File: config.mk
export PLATFORM = sky130hd
export DESIGN_NAME = heightmap_quad_shader_core_flat
export DESIGN_NICKNAME = d
export VERILOG_FILES = /design/src/rtl/hmqs_pkg.sv /design/src/rtl/hmqs_if.sv /design/src/rtl/hmqs_div.sv /design/src/rtl/heightmap_quad_shader_core.sv /design/src/flat_wrapper.sv
export SDC_FILE = /design/constraint.sdc
export NUM_CORES = 2
export LEC_CHECK = 0
export BUFFER_PORTS_ARGS = -buffer_cell sky130_fd_sc_hd__buf_2
export CAP_MARGIN = 20
export CORE_ASPECT_RATIO = 1.25
export CORE_MARGIN = 2
export CORE_UTILIZATION = 38
export DETAILED_ROUTE_END_ITERATION = 7
export GPL_ROUTABILITY_DRIVEN = 0
export SLEW_MARGIN = 15
export SYNTH_ARGS = -nofsm -noshare
export SYNTH_HDL_FRONTEND = slang
export SYNTH_SLANG_ARGS = --single-unit
File: constraint.sdc
create_clock -name clk_i -period 11.3 [get_ports clk_i]
set_input_delay 1.695 -clock clk_i [delete_from_list [all_inputs] [get_ports clk_i]]
set_output_delay 1.695 -clock clk_i [all_outputs]
set_load 0.01 [all_outputs]
File: src/rtl/hmqs_pkg.sv
// Heightmap quad shader: shared types, constants and palette tables.
// No dependencies; every other file of the block depends on this package.
package hmqs_pkg;

  localparam int unsigned NumW  = 37;   // dividend width of the shared divider
  localparam int unsigned DenW  = 34;   // divisor width
  localparam int unsigned QuoW  = 21;   // quotient width
  localparam int unsigned CfgIdxW = 8;
  localparam int unsigned CfgDatW = 16;

  localparam logic [10:0] MinFlat  = 11'd461;   // 0.45
  localparam logic [10:0] OneQ10   = 11'd1024;
  localparam logic [10:0] DelayWat = 11'd717;   // 0.7
  localparam logic [10:0] DelayLnd = 11'd819;   // 0.8

  // register indexes
  localparam logic [CfgIdxW-1:0] CfgWaterMode  = 8'd0;
  localparam logic [CfgIdxW-1:0] CfgGridWidth  = 8'd1;
  localparam logic [CfgIdxW-1:0] CfgSnowLevel  = 8'd2;
  localparam logic [CfgIdxW-1:0] CfgGrassLevel = 8'd3;

  typedef enum logic [1:0] {
    PalWater = 2'd0,
    PalSnow  = 2'd1,
    PalGrass = 2'd2,
    PalSand  = 2'd3
  } palette_e;

  // corner codes: bit 0 selects the right column, bit 1 the bottom row
  typedef enum logic [1:0] {
    CornerTL = 2'd0,
    CornerTR = 2'd1,
    CornerBL = 2'd2,
    CornerBR = 2'd3
  } corner_e;

  typedef struct packed {
    logic signed [15:0] height_top_left;
    logic signed [15:0] height_top_right;
    logic signed [15:0] height_bottom_left;
    logic signed [15:0] height_bottom_right;
    logic [9:0]         quad_row;
    logic [9:0]         quad_col;
  } quad_t;

  typedef struct packed {
    logic signed [11:0] pos_x;
    logic signed [15:0] pos_y;
    logic signed [11:0] pos_z;
    logic [10:0]        red;
    logic [10:0]        green;
    logic [10:0]        blue;
    logic               last_vertex;
  } vertex_t;

  typedef struct packed {
    logic [CfgIdxW-1:0] index;
    logic [CfgDatW-1:0] value;
  } cfg_word_t;

  // Steep color of a palette, component 0 red .. 2 blue.
  function automatic logic [10:0] steep_color(palette_e pal, logic [1:0] comp);
    logic [10:0] c;
    c = 11'd0;
    if (pal == PalWater) begin
      unique case (comp)
        2'd0:    c = 11'd102;
        2'd1:    c = 11'd205;
        default: c = 11'd410;
      endcase
    end else begin
      unique case (comp)
        2'd0:    c = 11'd461;
        2'd1:    c = 11'd410;
        default: c = 11'd358;
      endcase
    end
    return c;
  endfunction

  // Flat color of a palette.
  function automatic logic [10:0] flat_color(palette_e pal, logic [1:0] comp);
    logic [10:0] c;
    c = 11'd0;
    unique case (pal)
      PalWater: begin
        unique case (comp)
          2'd0:    c = 11'd205;
          2'd1:    c = 11'd410;
          default: c = 11'd819;
        endcase
      end
      PalSnow: c = 11'd1024;
      PalGrass: begin
        unique case (comp)
          2'd0:    c = 11'd307;
          2'd1:    c = 11'd614;
          default: c = 11'd205;
        endcase
      end
      default: begin
        unique case (comp)
          2'd0:    c = 11'd819;
          2'd1:    c = 11'd819;
          default: c = 11'd717;
        endcase
      end
    endcase
    return c;
  endfunction

  // Corner of each of the six vertices for the two diagonal phases.
  function automatic corner_e vtx_corner(logic phase, logic [2:0] idx);
    corner_e c;
    c = CornerTL;
    if (phase) begin
      unique case (idx)
        3'd0:    c = CornerTL;
        3'd1:    c = CornerTR;
        3'd2:    c = CornerBL;
        3'd3:    c = CornerTR;
        3'd4:    c = CornerBR;
        default: c = CornerBL;
      endcase
    end else begin
      unique case (idx)
        3'd0:    c = CornerTL;
        3'd1:    c = CornerBR;
        3'd2:    c = CornerBL;
        3'd3:    c = CornerTR;
        3'd4:    c = CornerBR;
        default: c = CornerTL;
      endcase
    end
    return c;
  endfunction

endpackage

File: src/rtl/hmqs_if.sv
// Heightmap quad shader: valid/ready channel interfaces.
// Depends on hmqs_pkg for the payload types.
interface hmqs_in_if;
  logic          valid;
  logic          ready;
  hmqs_pkg::quad_t data;
  modport source (output valid, output data, input ready);
  modport sink   (input valid, input data, output ready);
endinterface

interface hmqs_out_if;
  logic              valid;
  logic              ready;
  hmqs_pkg::vertex_t data;
  modport source (output valid, output data, input ready);
  modport sink   (input valid, input data, output ready);
endinterface

interface hmqs_cfg_if;
  logic                valid;
  logic                ready;
  hmqs_pkg::cfg_word_t data;
  modport source (output valid, output data, input ready);
  modport sink   (input valid, input data, output ready);
endinterface

File: src/rtl/hmqs_div.sv
// Heightmap quad shader: shared restoring divider, one quotient bit a cycle.
// Depends on hmqs_pkg for the operand widths.
module hmqs_div (
  input  logic                       clk_i,
  input  logic                       rst_ni,
  input  logic                       start_i,
  input  logic [hmqs_pkg::NumW-1:0]  num_i,
  input  logic [hmqs_pkg::DenW-1:0]  den_i,
  output logic                       busy_o,
  output logic                       done_o,
  output logic [hmqs_pkg::QuoW-1:0]  quot_o
);
  import hmqs_pkg::*;

  localparam int unsigned ShW  = DenW + QuoW - 1;
  localparam int unsigned CntW = $clog2(QuoW);

  logic [NumW-1:0] rem_q, rem_d;
  logic [ShW-1:0]  dsh_q, dsh_d;
  logic [QuoW-1:0] quot_q, quot_d;
  logic [CntW-1:0] cnt_q, cnt_d;
  logic            busy_q, busy_d, done_q, done_d;
  logic            ge;

  // Compare the remainder against the shifted divisor.
  assign ge = {{(ShW-NumW){1'b0}}, rem_q} >= dsh_q;

  // Load on start, then retire one quotient bit a cycle.
  always_comb begin
    rem_d  = rem_q;
    dsh_d  = dsh_q;
    quot_d = quot_q;
    cnt_d  = cnt_q;
    busy_d = busy_q;
    done_d = 1'b0;
    if (start_i) begin
      rem_d  = num_i;
      dsh_d  = {den_i, {(QuoW-1){1'b0}}};
      quot_d = '0;
      cnt_d  = CntW'(QuoW - 1);
      busy_d = 1'b1;
    end else if (busy_q) begin
      if (ge) begin
        rem_d = rem_q - dsh_q[NumW-1:0];
      end
      quot_d = {quot_q[QuoW-2:0], ge};
      dsh_d  = dsh_q >> 1;
      cnt_d  = cnt_q - 1'b1;
      if (cnt_q == '0) begin
        busy_d = 1'b0;
        done_d = 1'b1;
      end
    end
  end

  always_ff @(posedge clk_i or negedge rst_ni) begin
    if (!rst_ni) begin
      busy_q <= 1'b0;
      done_q <= 1'b0;
      cnt_q  <= '0;
    end else begin
      busy_q <= busy_d;
      done_q <= done_d;
      cnt_q  <= cnt_d;
    end
  end

  always_ff @(posedge clk_i) begin
    rem_q  <= rem_d;
    dsh_q  <= dsh_d;
    quot_q <= quot_d;
  end

  assign busy_o = busy_q;
  assign done_o = done_q;
  assign quot_o = quot_q;

`ifndef SYNTH
  a_no_restart: assert property (@(posedge clk_i) disable iff (!rst_ni)
    start_i |-> !busy_q) else $error("divider restarted while busy");
  a_done_after_busy: assert property (@(posedge clk_i) disable iff (!rst_ni)
    done_q |-> $past(busy_q)) else $error("divider done without a run");
  a_done_idle: assert property (@(posedge clk_i) disable iff (!rst_ni)
    done_q |-> !busy_q) else $error("divider done while still busy");
`endif

endmodule

File: src/rtl/heightmap_quad_shader_core.sv
// Heightmap quad shader top level: sequencer, flatness root and color blend.
// Depends on hmqs_pkg, the hmqs_*_if interfaces and hmqs_div.
//
// Usage: one quad word (four corner heights, row, column) enters on in_i.
// The block splits it into two triangles along a diagonal that alternates
// from quad to quad, starting with the top-right/bottom-left edge split
// after reset. It then sends six vertex words on out_o, the sixth marked
// with last_vertex. in_i.ready is high only while the block is idle.
// Per triangle the shared divider runs twice (inverse of the squared slope
// norm, then the flatness blend factor, the second skipped on steep
// triangles), an 11-step square root runs between them, and StMix and
// StScal blend and scale the three color components in turn. Once both
// triangles are done it sends one vertex a cycle while out_o.ready stays
// high; a stalled receiver simply holds the vertex.
// cfg_i writes registers at any time (ready is tied high); writes are
// meant to happen while idle. Reset loads the default registers and the
// first diagonal phase.
module heightmap_quad_shader_core #(
  parameter int unsigned MAX_GRID_WIDTH = 1024
) (
  input  logic        clk_i,
  input  logic        rst_ni,
  hmqs_cfg_if.sink    cfg_i,
  hmqs_in_if.sink     in_i,
  hmqs_out_if.source  out_o
);
  import hmqs_pkg::*;

  typedef enum logic [9:0] {
    StIdle = 10'b00_0000_0001,
    StSqr  = 10'b00_0000_0010,
    StSum  = 10'b00_0000_0100,
    StDivF = 10'b00_0000_1000,
    StRoot = 10'b00_0001_0000,
    StPrep = 10'b00_0010_0000,
    StDivA = 10'b00_0100_0000,
    StMix  = 10'b00_1000_0000,
    StScal = 10'b01_0000_0000,
    StEmit = 10'b10_0000_0000
  } state_e;

  state_e state_q, state_d;

  // configuration registers
  logic               water_q;
  logic [10:0]        gw_q;
  logic signed [15:0] snow_q, grass_q;
  logic               phase_q;

  // datapath registers
  quad_t              quad_q;
  logic               half_q;     // triangle being worked on
  logic [31:0]        sq1_q, sq2_q;
  logic signed [17:0] hsum_q;
  palette_e           pal_q;
  logic [10:0]        root_q;
  logic [3:0]         rbit_q;
  logic [10:0]        flat_q;
  logic [10:0]        adj_q;
  logic [21:0]        mix_q;
  logic [1:0]         comp_q;
  logic [2:0]         vtx_q;
  logic [10:0]        col_q [2][3];

  // divider hookup
  logic             div_start, div_busy, div_done;
  logic [NumW-1:0]  div_num;
  logic [DenW-1:0]  div_den;
  logic [QuoW-1:0]  div_quot;

  hmqs_div u_div (
    .clk_i   (clk_i),
    .rst_ni  (rst_ni),
    .start_i (div_start),
    .num_i   (div_num),
    .den_i   (div_den),
    .busy_o  (div_busy),
    .done_o  (div_done),
    .quot_o  (div_quot)
  );

  // Configuration writes, grid width clamped to its legal range.
  logic [12:0] gw_wr;
  assign gw_wr       = {2'b00, cfg_i.data.value[10:0]};
  assign cfg_i.ready = 1'b1;

  always_ff @(posedge clk_i or negedge rst_ni) begin
    if (!rst_ni) begin
      water_q <= 1'b0;
      gw_q    <= 11'd256;
      snow_q  <= 16'sd5120;
      grass_q <= 16'sd1024;
    end else if (cfg_i.valid) begin
      unique case (cfg_i.data.index)
        CfgWaterMode:  water_q <= cfg_i.data.value[0];
        CfgGridWidth: begin
          if (gw_wr < 13'd2) begin
            gw_q <= 11'd2;
          end else if (gw_wr > 13'(MAX_GRID_WIDTH)) begin
            gw_q <= 11'(MAX_GRID_WIDTH);
          end else begin
            gw_q <= gw_wr[10:0];
          end
        end
        CfgSnowLevel:  snow_q  <= cfg_i.data.value;
        CfgGrassLevel: grass_q <= cfg_i.data.value;
        default: ;
      endcase
    end
  end

  // Pick slope differences and the height sum of the current triangle.
  logic signed [16:0] e_tl, e_tr, e_bl, e_br, d1, d2;
  logic signed [17:0] tsum;
  logic signed [33:0] p1, p2;

  assign e_tl = {quad_q.height_top_left[15], quad_q.height_top_left};
  assign e_tr = {quad_q.height_top_right[15], quad_q.height_top_right};
  assign e_bl = {quad_q.height_bottom_left[15], quad_q.height_bottom_left};
  assign e_br = {quad_q.height_bottom_right[15], quad_q.height_bottom_right};

  always_comb begin
    unique case ({phase_q, half_q})
      2'b10: begin
        d1 = e_tl - e_tr;
        d2 = e_tl - e_bl;
        tsum = 18'(e_tl) + 18'(e_tr) + 18'(e_bl);
      end
      2'b11: begin
        d1 = e_bl - e_br;
        d2 = e_tr - e_br;
        tsum = 18'(e_tr) + 18'(e_br) + 18'(e_bl);
      end
      2'b00: begin
        d1 = e_bl - e_br;
        d2 = e_tl - e_bl;
        tsum = 18'(e_tl) + 18'(e_br) + 18'(e_bl);
      end
      default: begin
        d1 = e_tl - e_tr;
        d2 = e_tr - e_br;
        tsum = 18'(e_tr) + 18'(e_br) + 18'(e_tl);
      end
    endcase
  end

  assign p1 = d1 * d1;
  assign p2 = d2 * d2;

  // Palette from the exact mean: sum of three heights against three times each level.
  logic signed [17:0] snow3, grass3;
  palette_e           pal_new;
  assign snow3  = 18'(snow_q) + 18'(snow_q) + 18'(snow_q);
  assign grass3 = 18'(grass_q) + 18'(grass_q) + 18'(grass_q);

  always_comb begin
    priority if (water_q)         pal_new = PalWater;
    else if (hsum_q > snow3)      pal_new = PalSnow;
    else if (hsum_q > grass3)     pal_new = PalGrass;
    else                          pal_new = PalSand;
  end

  // Square root step, flatness clamp and blend factor setup.
  logic [10:0] cand;
  logic [21:0] cand_sq;
  logic [10:0] flat_new, delay, span;
  logic [9:0]  over;
  logic [33:0] norm_sq;

  assign cand     = root_q | (11'd1 << rbit_q);
  assign cand_sq  = cand * cand;
  assign flat_new = (root_q < MinFlat) ? MinFlat : root_q;
  assign delay    = (pal_q == PalWater) ? DelayWat : DelayLnd;
  assign span     = OneQ10 - delay;
  assign over     = 10'(flat_new - delay);
  assign norm_sq  = 34'(32'h0001_0000) + 34'(sq1_q) + 34'(sq2_q);

  always_comb begin
    div_start = 1'b0;
    div_num   = NumW'(1) << (NumW - 1);
    div_den   = norm_sq;
    if (state_q == StSum) begin
      div_start = 1'b1;
    end else if (state_q == StPrep && flat_new > delay) begin
      div_start = 1'b1;
      div_num   = NumW'({over, 10'd0});
      div_den   = DenW'(span);
    end
  end

  // Blend steep and flat colors, then scale by flatness with saturation.
  logic [10:0] c_steep, c_flat, inv_adj;
  logic [21:0] mix_new;
  logic [32:0] scaled;
  logic [10:0] col_new;

  assign c_steep = steep_color(pal_q, comp_q);
  assign c_flat  = flat_color(pal_q, comp_q);
  assign inv_adj = OneQ10 - adj_q;
  assign mix_new = 22'(inv_adj * c_steep) + 22'(adj_q * c_flat);
  assign scaled  = mix_q * flat_q;
  assign col_new = (scaled[32:20] > 13'd1024) ? OneQ10 : scaled[30:20];

  logic in_fire, out_fire;
  assign in_fire  = in_i.valid && in_i.ready;
  assign out_fire = out_o.valid && out_o.ready;

  // Sequencer.
  always_comb begin
    state_d = state_q;
    unique case (state_q)
      StIdle: if (in_fire) state_d = StSqr;
      StSqr:  state_d = StSum;
      StSum:  state_d = StDivF;
      StDivF: if (div_done) state_d = StRoot;
      StRoot: if (rbit_q == 4'd0) state_d = StPrep;
      StPrep: state_d = (flat_new > delay) ? StDivA : StMix;
      StDivA: if (div_done) state_d = StMix;
      StMix:  state_d = StScal;
      StScal: begin
        if (comp_q == 2'd2) begin
          state_d = half_q ? StEmit : StSqr;
        end else begin
          state_d = StMix;
        end
      end
      StEmit: if (out_fire && vtx_q == 3'd5) state_d = StIdle;
      default: state_d = StIdle;
    endcase
  end

  always_ff @(posedge clk_i or negedge rst_ni) begin
    if (!rst_ni) begin
      state_q <= StIdle;
      phase_q <= 1'b1;
      half_q  <= 1'b0;
      comp_q  <= 2'd0;
      vtx_q   <= 3'd0;
      rbit_q  <= 4'd0;
    end else begin
      state_q <= state_d;
      unique case (state_q)
        StIdle: begin
          half_q <= 1'b0;
          vtx_q  <= 3'd0;
        end
        StDivF: rbit_q <= 4'd10;
        StRoot: rbit_q <= rbit_q - 4'd1;
        StPrep: comp_q <= 2'd0;
        StScal: begin
          comp_q <= comp_q + 2'd1;
          if (comp_q == 2'd2) begin
            half_q <= 1'b1;
          end
        end
        StEmit: begin
          if (out_fire) begin
            vtx_q <= vtx_q + 3'd1;
            if (vtx_q == 3'd5) begin
              phase_q <= ~phase_q;
            end
          end
        end
        default: ;
      endcase
    end
  end

  // Datapath registers.
  always_ff @(posedge clk_i) begin
    if (in_fire) begin
      quad_q <= in_i.data;
    end
    if (state_q == StSqr) begin
      sq1_q  <= p1[31:0];
      sq2_q  <= p2[31:0];
      hsum_q <= tsum;
    end
    if (state_q == StSum) begin
      pal_q <= pal_new;
    end
    if (state_q == StDivF) begin
      root_q <= 11'd0;
    end
    if (state_q == StRoot && {11'd0, cand_sq} <= {12'd0, div_quot}) begin
      root_q <= cand;
    end
    if (state_q == StPrep) begin
      flat_q <= flat_new;
      adj_q  <= 11'd0;
    end
    if (state_q == StDivA && div_done) begin
      adj_q <= div_quot[10:0];
    end
    if (state_q == StMix) begin
      mix_q <= mix_new;
    end
    if (state_q == StScal) begin
      col_q[half_q][comp_q] <= col_new;
    end
  end

  // Vertex word from the stored quad and colors.
  logic [9:0]  org_half;
  logic [11:0] x0, z0;
  corner_e     corner;
  logic        vhalf;

  assign org_half = 10'((gw_q - 11'd1) >> 1);
  assign x0       = {2'b00, quad_q.quad_col} - {2'b00, org_half};
  assign z0       = {2'b00, quad_q.quad_row} - {2'b00, org_half};
  assign corner   = vtx_corner(phase_q, vtx_q);
  assign vhalf    = (vtx_q >= 3'd3);

  always_comb begin
    unique case (corner)
      CornerTL: out_o.data.pos_y = quad_q.height_top_left;
      CornerTR: out_o.data.pos_y = quad_q.height_top_right;
      CornerBL: out_o.data.pos_y = quad_q.height_bottom_left;
      default:  out_o.data.pos_y = quad_q.height_bottom_right;
    endcase
  end

  assign out_o.data.pos_x       = corner[0] ? x0 + 12'd1 : x0;
  assign out_o.data.pos_z       = corner[1] ? z0 + 12'd1 : z0;
  assign out_o.data.red         = col_q[vhalf][0];
  assign out_o.data.green       = col_q[vhalf][1];
  assign out_o.data.blue        = col_q[vhalf][2];
  assign out_o.data.last_vertex = (vtx_q == 3'd5);
  assign out_o.valid            = (state_q == StEmit);
  assign in_i.ready             = (state_q == StIdle);

`ifndef SYNTH
  a_ready_excl: assert property (@(posedge clk_i) disable iff (!rst_ni)
    in_i.ready |-> !out_o.valid) else $error("input taken while emitting");
  a_emit_both: assert property (@(posedge clk_i) disable iff (!rst_ni)
    $rose(out_o.valid) |-> half_q) else $error("emit before second triangle");
  a_phase_flip: assert property (@(posedge clk_i) disable iff (!rst_ni)
    !$stable(phase_q) |-> $past(out_fire && vtx_q == 3'd5))
    else $error("diagonal phase changed outside quad end");
  a_div_wait: assert property (@(posedge clk_i) disable iff (!rst_ni)
    (state_q == StDivF || state_q == StDivA) && !div_busy |-> div_done)
    else $error("sequencer waits on an idle divider");
`endif

endmodule

File: src/flat_wrapper.sv
// flat-port wrapper written by rule: the top's interface ports become plain ports
module heightmap_quad_shader_core_flat import hmqs_pkg::*;
#(
  parameter int unsigned MAX_GRID_WIDTH = 1024
)
  (clk_i, rst_ni, cfg_i_valid, cfg_i_data, cfg_i_ready, in_i_valid, in_i_data, in_i_ready, out_o_valid, out_o_data, out_o_ready);
  hmqs_cfg_if cfg_i_i ();
  hmqs_in_if in_i_i ();
  hmqs_out_if out_o_i ();
  input  logic clk_i;
  input  logic rst_ni;
  input wire logic [$bits(cfg_i_i.valid)-1:0] cfg_i_valid;
  input wire logic [$bits(cfg_i_i.data)-1:0] cfg_i_data;
  output wire logic [$bits(cfg_i_i.ready)-1:0] cfg_i_ready;
  input wire logic [$bits(in_i_i.valid)-1:0] in_i_valid;
  input wire logic [$bits(in_i_i.data)-1:0] in_i_data;
  output wire logic [$bits(in_i_i.ready)-1:0] in_i_ready;
  output wire logic [$bits(out_o_i.valid)-1:0] out_o_valid;
  output wire logic [$bits(out_o_i.data)-1:0] out_o_data;
  input wire logic [$bits(out_o_i.ready)-1:0] out_o_ready;
  assign cfg_i_i.valid = cfg_i_valid;
  assign cfg_i_i.data = cfg_i_data;
  assign cfg_i_ready = cfg_i_i.ready;
  assign in_i_i.valid = in_i_valid;
  assign in_i_i.data = in_i_data;
  assign in_i_ready = in_i_i.ready;
  assign out_o_valid = out_o_i.valid;
  assign out_o_data = out_o_i.data;
  assign out_o_i.ready = out_o_ready;
  heightmap_quad_shader_core #(.MAX_GRID_WIDTH(MAX_GRID_WIDTH)) u_core (.clk_i(clk_i), .rst_ni(rst_ni), .cfg_i(cfg_i_i), .in_i(in_i_i), .out_o(out_o_i));
endmodule
# Yosys cells after proc, flatten, opt, wreduce, memory -nomap -nowiden
# Memory sizes are Yosys's and may differ from the RTL's.
# Cells that the tools add are included.
# W data, S select, Z words.
classes:
  magnitude_cmp: 12
  bitwise_logic: 3
  n_reduce_logical: 38
  eq_ne: 33
  mux: 65
  shifts: 1
  multipliers: 6
  n_div: 0
  addsub: 31
ops:
  columns: ["cell", "count"]
  rows:
  - ["$mux W37", 5]
  - ["$mux W11", 10]
  - ["$add A17 B16 Y18", 6]
  - ["$mux W54", 2]
  - ["$pmux W10 S10", 1]
  - ["$add A16 B16 Y17", 5]
  - ["$mux W10", 7]
  - ["$mux W34", 2]
  - ["$sub A16 B16 Y17", 4]
  - ["$mul A11 B11 Y22", 3]
  - ["$mul A17 B17 Y32", 2]
  - ["$ge A37 B54 Y1", 1]
  - ["$pmux W18 S3", 1]
  - ["$pmux W16 S3", 1]
  - ["$pmux W10 S2", 2]
  - ["$sub A37 B37 Y37", 1]
  - ["$gt A18 B18 Y1", 2]
  - ["$add A34 B32 Y34", 1]
  - ["$mux W17", 2]
  - ["$add A17 B32 Y33 const A", 1]
  - ["$mul A22 B11 Y33", 1]
  - ["$mux W33", 1]
  - ["$pmux W11 S3", 1]
  - ["$add A12 B1 Y12 const B", 2]
  - ["67 further kinds", 125]
word_totals:
  rom_bits: 0
  word_cells: 222
  mem_count: 1
  latchBits: 0
  ram_bits: 66
  register_bits: 407
mem_list:
  columns: ["memory", "words", "width", "rd", "rd_clocked_by_memory_dff", "write_ports", "line", "text"]
  rows:
  - ["u_core.col_q", 2, 33, 1, 0, 1, "heightmap_quad_shader_core.sv:63", "logic [10:0] col_q [2][3];"]

# Depth between registers and ports, before layout
depth:
  ltp_word: 8
  depth_mapped: 39
  ltp_nobuf: 37

# By module
# A second synthesis with hierarchy kept.
hier_totals:
  cells_unflattened: 7293
  area_unflattened_um2: 68846.0
modules_own_cells:
  columns: ["module", "area_each_um2", "cells_each", "n_inst"]
  rows:
  - ["heightmap_quad_shader_core", 62050.8, 6576, 1]
  - ["hmqs_div", 6795.3, 717, 1]

# Least setup slack after synthesis
# No wires, ideal clock.
synth_timing:
  kind: "register to register"
  startpoint: "reg u_core.quad_q, in the netlist u_core.e_bl[0]"
  endpoint: "reg u_core.sq1_q[31], data pin"
  setup_ns: 0.264
  stages_incl_launch_ff: 35
  path_buffers: 1
  t_arrival_ns: 8.079
  period_less_slack_ns: 8.343
  path_slack_ns: 2.957
  t_required_ns: 11.036
  cell_sequence: "edfxtp_1 -> inv_1 -> ha_1 -> fa_1 -> nor2b_1 -> o31a_1 -> o211ai_1 -> a31oi_1 -> o21a_1 -> a31o_2 -> o311ai_1 -> o21ai_1 -> clkbuf_1 -> nor2_1 -> fa_1 -> inv_1 -> fa_1 -> inv_1 -> fa_1 -> fa_1 -> fa_1 -> inv_1 -> fa_1 -> inv_1 -> ha_1 -> a21oi_1 -> o21bai_1 -> a21oi_1 -> inv_1 -> a21oi_1 -> o31ai_1 -> a211o_1 -> a21o_1 -> a221oi_1 -> xnor2_1"
synth_between:
  elab_chain_len: 3
synth_lines:
  columns: ["element", "line", "text"]
  rows:
  - ["start, declared", "heightmap_quad_shader_core.sv:51", "quad_t quad_q;"]
  - ["start signal, assigned", "heightmap_quad_shader_core.sv:272", "quad_q <= in_i.data;"]
  - ["$sub A16 B16 Y17", "heightmap_quad_shader_core.sv:130, heightmap_quad_shader_core.sv:135", null]
  - ["$mux W17", null, null]
  - ["$mul A17 B17 Y32", "heightmap_quad_shader_core.sv:147", "assign p1 = d1 * d1;"]
  - ["via u_core.p1[31]", "heightmap_quad_shader_core.sv:115", "logic signed [33:0] p1, p2;"]
  - ["end signal, assigned", "heightmap_quad_shader_core.sv:275", "sq1_q <= p1[31:0];"]
  - ["end, declared", "heightmap_quad_shader_core.sv:53", "logic [31:0] sq1_q, sq2_q;"]
# The timed path passes the listed nets, and every way through them passes these cells.
# A chain may end at the register's enable or synchronous reset.

# Worst setup path after layout
layout_timing:
  startpoint: "reg u_core.quad_q, in the netlist u_core.e_br[0]"
  endpoint: "reg u_core.sq2_q[31], data pin"
layout_between:
  elab_chain_len: 3
layout_lines:
  columns: ["element", "line", "text"]
  rows:
  - ["$sub A16 B16 Y17", "heightmap_quad_shader_core.sv:131, heightmap_quad_shader_core.sv:141", null]
  - ["$mux W17", null, null]
  - ["$mul A17 B17 Y32", "heightmap_quad_shader_core.sv:148", "assign p2 = d2 * d2;"]
  - ["via u_core.p2[31]", "heightmap_quad_shader_core.sv:115", null]
  - ["end signal, assigned", "heightmap_quad_shader_core.sv:276", "sq2_q <= p2[31:0];"]
  - ["end, declared", "heightmap_quad_shader_core.sv:53", null]
# The timed path passes the listed nets, and every way through them passes these cells.

==> qor.csv <==
stage,metric,value,unit
floorplanning,fp.dieArea,182000,um^2
job,max_cap_viol_count,0,
routing,drtIter0Drc,3009,
logic_synthesis,synth_top_area_share,28.9,%
timing,period_share,85.0,%
logic_synthesis,synth_area_leaders,"fa_1 29%, edfxtp_1 16%, ha_1 13%, inv_1 7.4%, nor2_1 3.4%",
logic_synthesis,ys_ff_latch,471,
setup_path,slowest_stage,nor2_1,
routing,first_pass_iters,6,
timing,maxSlewHeadroom,16.3,%
global_route,grt_max_degree,71,
cells_and_area,finalInstanceArea,73500,um^2
setup_path,setup.worst_path.end_class,register,
global_route,grt.overflow.total,0,
timing,hold_viol,0,
floorplanning,rows,173,
floorplanning,initial_core_util,38.2,%
setup_path,r2r_cells,34,
global_route,grtUsageTotal,20.7,%
logic_synthesis,synth_nets,8915,
logic_synthesis,synth_seq_area_share,19.7,%
clocking,hold_buffers,0,
clocking,ctsRootBufferMaster,clkbuf_16,
timing,rsz0062_at_grt,false,
cells_and_area,nNetsFinal,9030,
setup_path,rrSetupSlack,1.70,ns
floorplanning,ioPinCount,190,
min_path,whs_path_depth,2,
outcome,outcome,completed,
clocking,cts_made_buffers,58,
logic_synthesis,syn_area,67900,um^2
timing,slew_violations,0,
logic_synthesis,synth_ff_type,edfxtp_1,
routing,drc,0,
routing,route.vias.total,49997,
clocking,clkLatencyLatePin,0.73,ns
timing,finClkSkew,0.0744,ns
floorplanning,die_y,477,um
logic_synthesis,ys.warnings.count,0,
min_path,min_path_type,reg2reg,
timing,setup_viol,0,
setup_path,crit_type,reg2reg,
routing,wirelength,185000,um
setup_path,r2r-start,u_core.e_br[0],
place,place_area,71600,um^2
routing,ant_nets,0,
timing,fin_setup_tns,0,ns
global_route,antenna_found_initial,8,
logic_synthesis,postSynth.asyncResetShare,15.3,%
clocking,post_cts_buffers,0,
place,dp_hpwl,153000,um
setup_path,cp.arrival,10.01,ns
timing,clock.fmax,104,MHz
setup_path,rr_endpoint,u_core.sq2_q[31],
clocking,clock-sinks,471,
logic_synthesis,yosysUniqueCellTypes,91,
cells_and_area,drive_gt1_share,7.21,%
logic_synthesis,synth_edf_count,358,
floorplanning,die_w,382,um
logic_synthesis,yosysMostFrequentCell,inv_1,
clocking,clk_path_buf_depth,3,
min_path,whs_endpoint,u_core.u_div.quot_o[20],
logic_synthesis,syn-instance-count,7093,
clocking,cts_tree,built,
setup_path,start_kind,register,
cells_and_area,fill_cells,17271,
logic_synthesis,yosys-top-cells-count,"1332 x inv_1, 981 x fa_1, 728 x ha_1, 622 x nor2_1, 568 x nand2_1",
cells_and_area,syn_to_final_growth,8.27,%
global_route,first_global_vias,53734,
global_route,grt_pass1_wl,297000,um
min_path,hp-start,u_core.u_div.quot_o[20],
floorplanning,core-area,178000,um^2
timing,worst_pin_slew,1.22,ns
clocking,cts.clk_slew.worst_paths,0.06,ns
timing,fin_crit,9.60,ns
setup_path,crit_required,11.71,ns
clocking,h-tree-depth,2,
routing,wl_per_cell,19.2,um
routing,routed_via_density,5.20,
clocking,ctsResizeCount,0,
setup_path,max_stage_delay,0.53,ns
place,port-buffer-count,188,
logic_synthesis,syn_area_per_cell,9.58,um^2
logic_synthesis,synth_top_area_cell,fa_1,
setup_path,cp_max_fo,12,
## layout make-up
class | count | area (um^2) | area share (%)
Clock inverter | 42 | 447 | 0.607
Tap cell | 2362 | 2960 | 4.02
Timing Repair Buffer | 241 | 1350 | 1.84
Sequential cell | 471 | 13400 | 18.2
Multi-Input combinational cell | 5086 | 48800 | 66.4
Clock buffer | 67 | 1520 | 2.06
Antenna cell | 4 | 10.0 | 0.0136
Inverter | 1350 | 5070 | 6.89
## cells by family (layout without fill, tap and decap cells)
group	after synthesis	after routing	share of synthesized area (%)
AND/OR/NAND/NOR	1887	1887	12.9
adder cells (fa/ha/maj)	1709	1709	42.3
buffers and inverters	1536	1700	8.52
AO/OA/AOI/OAI	964	964	9.32
flip-flops	471	471	19.7
XOR/XNOR	378	378	4.89
multiplexers	147	147	2.34
other	1	5	0.00552
## metal layers
layer / GRT usage (%) / up-vias / routed length [um]
met1: 24.9 / 25095 / 73500
met3: 2.73 / 342 / 9870
met5: 0 / - / 26
met4: 7.84 / 4 / 7710
li1: - / 23238 / -
met2: 37.1 / 1318 / 93700
## state kept, by name (all words and copies together), names as in the netlist, 18 cells and up
register / cells
u_core.quad_q: 20
u_core.u_div.quot_o: 21
u_core.hsum_q: 18
u_core.mix_q: 22
u_core.sq2_q: 31
u_core.u_div.rem_q: 37
u_core.u_div.dsh_q: 54
u_core.sq1_q: 31
u_core.col_q: 66
## worst max-delay path by stage
stage                         startpoint  slack (ns)  cells after the start                to
after global placement    u_core.e_bl[0]        2.04                     34  u_core.sq2_q[31]
after floorplan           u_core.e_bl[0]        2.96                     34  u_core.sq1_q[31]
after global routing      u_core.e_tr[1]        1.09                     34  u_core.sq2_q[31]
final                     u_core.e_br[0]        1.70                     34  u_core.sq2_q[31]
after detailed placement  u_core.e_br[0]        1.84                     34  u_core.sq2_q[31]
after CTS                 u_core.e_tr[1]        1.80                     34  u_core.sq2_q[31]
## metrics by stage
step,setup WS (ns),hold WS (ns),cells,utilization [%]
floorplan,2.96,0.460,7093,-
global placement,2.04,0.476,9508,40.3
detailed placement,1.84,0.493,9509,40.3
CTS,1.80,0.510,9618,41.4
global route,1.09,0.534,9620,41.4
finish,1.70,0.500,9623,41.4
## cell usage in the layout, fill, tap and decap left out, types with 39 or more instances in the layout
| cell | netlist | final |
|---|---|---|
| inv_1 | 1332 | 1332 |
| fa_1 | 981 | 981 |
| ha_1 | 728 | 728 |
| nor2_1 | 622 | 620 |
| nand2_1 | 568 | 567 |
| edfxtp_1 | 358 | 358 |
| a21oi_1 | 257 | 257 |
| xnor2_1 | 255 | 255 |
| buf_2 | 9 | 188 |
| o21ai_0 | 179 | 177 |
| and2_1 | 127 | 127 |
| xor2_1 | 122 | 122 |
| a21o_1 | 107 | 107 |
| nor3_1 | 103 | 103 |
| mux2_2 | 93 | 93 |
| nor2b_1 | 89 | 89 |
| nand3_1 | 80 | 79 |
| dfrtp_1 | 66 | 65 |
| and3_1 | 64 | 64 |
| clkbuf_16 | 0 | 58 |
| mux2i_1 | 53 | 53 |
| nand2b_1 | 52 | 52 |
| buf_4 | 3 | 52 |
| o21a_1 | 51 | 51 |
| a211oi_1 | 45 | 43 |
| dfxtp_1 | 41 | 41 |
| or2_2 | 39 | 39 |
## worst max-delay path, delay by kind of cell, from the launching register on
family | cells | cell delay, ns
fa+ha+maj | 9 | 4.01
flops | 1 | 0.49
xor+xnor | 2 | 0.44
buf+inv | 7 | 0.75
simple gates | 6 | 1.29
compound gates | 10 | 2.31
Power is not shown: default switching activity piles up to over one toggle a cycle in this logic, so the estimate is an artifact.
